## config.mk

```make
export PLATFORM = sky130hd
export DESIGN_NAME = plid_cell
export DESIGN_NICKNAME = d
export VERILOG_FILES = /design/src/design/plid_pkg.sv /design/src/design/plid_cell.sv
export SDC_FILE = /design/constraint.sdc
export NUM_CORES = 1
export LEC_CHECK = 0
export BUFFER_PORTS_ARGS = -buffer_cell sky130_fd_sc_hd__buf_2
export CAP_MARGIN = 20
export CORE_MARGIN = 5
export CORE_UTILIZATION = 35
export DETAILED_ROUTE_END_ITERATION = 10
export GPL_TIMING_DRIVEN = 0
export PLACE_DENSITY = 0.69
export SYNTH_ARGS = -nofsm -noshare
export SYNTH_HDL_FRONTEND = slang
export SYNTH_SLANG_ARGS = --single-unit
```

## constraint.sdc

```tcl
create_clock -name clk -period 3.9 [get_ports clk]
set_clock_uncertainty 0.05 [all_clocks]
set_input_delay 0.195 -clock clk [delete_from_list [all_inputs] [get_ports clk]]
set_output_delay 0.195 -clock clk [all_outputs]
set_load 0.01 [all_outputs]
```

## src/design/plid_pkg.sv

```systemverilog
package plid_pkg;

  // list size and derived widths
  localparam int CAPACITY = 64;
  localparam int VAL_W    = 32;
  localparam int POS_W    = 7;
  localparam int LEN_W    = 7;
  localparam int STAT_W   = 2;
  localparam int CNT_W    = $clog2(CAPACITY + 1);
  localparam int CMP_W    = (CNT_W > POS_W) ? CNT_W : POS_W;

  // stream word layout
  localparam int IN_W     = ((POS_W + VAL_W + 7) / 8) * 8;
  localparam int IN_PAD   = IN_W - POS_W - VAL_W;
  localparam int OUT_BITS = STAT_W + VAL_W + LEN_W;
  localparam int OUT_W    = ((OUT_BITS + 7) / 8) * 8;
  localparam int OUT_PAD  = OUT_W - OUT_BITS;

  // pick tree: 4-input or nodes, one register per level
  localparam int TREE_LEVELS = ($clog2(CAPACITY) + 1) / 2;
  localparam int TREE_LEAVES = 4 ** TREE_LEVELS;
  localparam int WAIT_W      = $clog2(TREE_LEVELS + 1);

  localparam logic [VAL_W-1:0] REMOVED_FAIL = {VAL_W{1'b1}};

  typedef enum logic [STAT_W-1:0] {
    ST_DONE  = 2'd0,
    ST_RANGE = 2'd1,
    ST_FULL  = 2'd2
  } status_t;

  typedef enum logic [1:0] {
    S_IDLE,
    S_WAIT,
    S_OUT
  } state_t;

  // per-cell command for one cycle
  typedef struct packed {
    logic load_new;
    logic from_left;
    logic from_right;
    logic pick;
  } cell_ctl_t;

endpackage

```

## src/design/plid_cell.sv

```systemverilog
module plid_cell (
  input  logic                       clk,
  input  plid_pkg::cell_ctl_t        ctl,
  input  logic [plid_pkg::VAL_W-1:0] new_value,
  input  logic [plid_pkg::VAL_W-1:0] left,
  input  logic [plid_pkg::VAL_W-1:0] right,
  output logic [plid_pkg::VAL_W-1:0] value,
  output logic [plid_pkg::VAL_W-1:0] pick
);
  import plid_pkg::*;

  // one list slot; shifts toward either neighbor
  always_ff @(posedge clk) begin
    if (ctl.load_new) begin
      value <= new_value;
    end else if (ctl.from_left) begin
      value <= left;
    end else if (ctl.from_right) begin
      value <= right;
    end
    pick <= ctl.pick ? value : '0;
  end

endmodule

```

==> After elaboration in Yosys (flattened, before gate mapping) <==
Index checks and enable logic that the tools add are counted.
{ "totals": {"regBits": 64, "latchBits": 0, "ram_bits": 0, "mem_bits_ro": 0, "inputBits": 101, "out_inout_bits": 64, "elab_cells": 6, "memories": 0} }
{ "classes": {"add_sub_neg": 0, "mul": 0, "div_mod_pow": 0, "order_cmp": 0, "eq_ne": 0, "shift": 0, "muxes": 3, "bitwise_logic": 0, "reduce_logical": 1} }
{ "ops": {"columns": ["cell", "n"], "rows": [
  ["$mux 32", 3],
  ["$reduce_bool 3->1", 1]
]} }

==> Longest topological paths before layout <==
{ "logic_depth": {"ltp_word": 3, "ltp_mapped": 4, "ltp_nobuf": 2} }

==> Worst setup path before layout <==
No wires, ideal clock.
{ "synth_timing": {"path_type": "input -> register", "from": "input ctl[2] (netlist bit)", "to": "register value[0] (netlist bit), enable pin", "setup_time_ns": 0.414, "t_arrival_ns": 1.090, "t_required_ns": 3.436, "path_slack_ns": 2.346, "cell_stages": 2, "path_buffers": 1, "cell_sequence": "buf_6 or3_1"} }
{ "synth_between": {"elab_chain_cells": 1} }
{ "synth_lines": {"columns": ["item", "line", "rtl"], "rows": [
  ["start: declaration", "plid_cell.sv:3", "input plid_pkg::cell_ctl_t ctl,"],
  ["$reduce_bool 3->1 (no source line)", null, null],
  ["end signal: assignment", "plid_cell.sv:15", "value <= new_value;"],
  ["end signal: assignment", "plid_cell.sv:17", "value <= left;"],
  ["end signal: assignment", "plid_cell.sv:19", "value <= right;"],
  ["end: declaration", "plid_cell.sv:7", "output logic [plid_pkg::VAL_W-1:0] value,"]
]} }
No other way between the ends.
A chain may end at the register's enable or synchronous reset.

==> Final worst setup path <==
{ "layout_timing": {"from": "input ctl[3] (netlist bit)", "to": "register value[12] (netlist bit), enable pin"} }
Same word-level chain as after synthesis.

==> metrics <==
Worst Hold End value[7]; vias in the first global route 2093; CP required 3.94 ns; Max Slew Vio Count 0; clock-pin slew on the worst setup and hold paths 0.07 ns; Syn Area/Cell 12.2 um2; Hold Buf Count CTS 0; Min-Delay Startpoint new_value[7]; final period utilization 34.6%; DRC errors left 0; post-synthesis sequential area ratio 63.4%; FP Rows 31; largest net degree at the start of global routing 18; CP Depth 3; Crit Path Class in2reg; Syn Inst Count 207; critical path's largest stage delay 0.71 ns; clk_lat worst skew 0.33 ns; top post-synthesis cells by area edfxtp_1 38%, dfxtp_1 25%, mux2i_1 13%; DP Area 0.00349 mm2; Cell variety after synth 12; layout cell share with drive strength beyond 1 48.4%; setup bufs post-CTS 0; post-CTS sizing 0; H-tree levels 3; clock sinks 64; Port-buffer cells 162; outcome complete, no violations; CP startpoint kind input pin; RSZ-0062 raised after global routing no; share of the synthesized area in the top cell type 38.1%; router iterations before antenna repair 4; actual slew at the worst max-slew pin 0.832 ns; worst vdd ir 0.170 mV; worst r2r path cells 1; crit path time final 1.35 ns; Crit-path slowest cell or3_1; fillers 691; hpwl dp 5.28 mm; initial antenna violation count 0; Reg-to-Reg Start value[1]; Max Fclk 742 MHz; WL/cell 13.8 um; FF-to-FF setup slack 3.17 ns; clock root buffer clkbuf_8; core footprint 0.00714 mm2; IO Count 165; most common cell after layout, fill and taps aside buf_2; Die Y 94.9 um; Setup crit end kind flop; cell type with the largest total area after synthesis edfxtp_1; Slew headroom 44.6%; antenna-violating nets left 0; Nets 482; Design Area, Final 0.00365 mm2; GRT Total Usage 15.1%; Fin. Hold Viols 0; Syn. warnings 0; CTS Buf Count 9; worst-path fanout max 17; WP data arrival 1.39 ns; DRT Wirelength 6.71 mm; setup violators final 0; Post-Syn Nets 308; Die Area 0.00901 mm2; FF+latch count, synth 64; CTS tree yes; synthesized cell area 0.00252 mm2; Buf/Inv on CP 2; P_leak 1.83 nW; DRT iter0 DRCs 74; die span in x 94.9 um; number of max-cap violations 0; Routability Congestion 0.741; RR Endpoint pick[1]; HP Class in2reg; crit-path cells buf_2, or3_1, buf_16; hold depth 3; vias post-DR 2099; area grow syn2layout 44.7%; clock tree buffer depth 2; # diodes 0; PD cells 423 mW/mm2; total gr overflow 0; delay-heaviest family, CP simple AND/OR/NAND/NOR gates; final setup TNS 0 ns; initial core utilization 35.4%; first-pass GRT wire length 10.1 mm; Via-to-Cell Ratio 4.33
[metal layers]
metal	global-route usage [%]	part of all wire, %
met1	15.6	37
met5	0	0
met2	27.8	54
met4	7.33	1.5
met3	4.06	7.8
[registers in the layout, indices dropped and copies added (netlist names)]
register and cells:
pick 32, value 32
[through the flow]
stage	power, mW	util, %	worst slack (ns)	hold WS, ns	std cells
finish	1.55	51.2	2.55	0.0908	485
global route	1.63	51.2	2.48	0.0881	485
CTS	1.57	51.2	2.54	0.0732	485
detailed placement	1.08	48.9	2.18	0.408	469
global placement	1.07	48.5	1.97	0.403	468
floorplan	0.937	-	2.35	0.267	207
[tightest hold or removal path: stages]
cell and delay, ns:
buf_2 0.07, nand2_1 0.04, o21ai_1 0.06
[worst max path at each step]
stage                     end   start  slack (ns)
global route         value[0]  ctl[3]        2.48
detailed placement  value[15]  ctl[3]        2.18
finish              value[12]  ctl[3]        2.55
CTS                  value[0]  ctl[3]        2.54
floorplan            value[0]  ctl[2]        2.35
global placement    value[18]  ctl[3]        1.97
[cells in the mapped netlist (all sizes together)]
cell type / count
buf: 10
dfxtp: 32
nand2: 32
mux2i: 32
or3: 1
o21ai: 32
and2: 32
clkbuf: 4
edfxtp: 32
[power breakdown]
part	total (mW)	switching, mW	internal (mW)
Combinational	0.257	0.129	0.128
Sequential	0.801	0.0220	0.779
Clock	0.488	0.243	0.245
Total	1.55	0.394	1.15
[logic make-up (layout without fill, tap and decap cells)]
family,count (synthesis),count (layout),share of synthesized area (%)
compound gates,32,32,6.34
simple gates,65,65,12.9
mux,32,32,12.7
flops,64,64,63.4
buf+inv,14,193,4.61
[layout make-up]
class | count | area (um2) | share of cell area (%)
multi-input combinational | 129 | 807 | 22.1
timing repair buffer | 163 | 838 | 22.9
clock buffer | 12 | 145 | 3.97
clock inverter | 4 | 21.3 | 0.582
buffer | 14 | 116 | 3.18
sequential | 64 | 1600 | 43.8
tap | 99 | 124 | 3.39
Power figures use the tool's default switching activity.
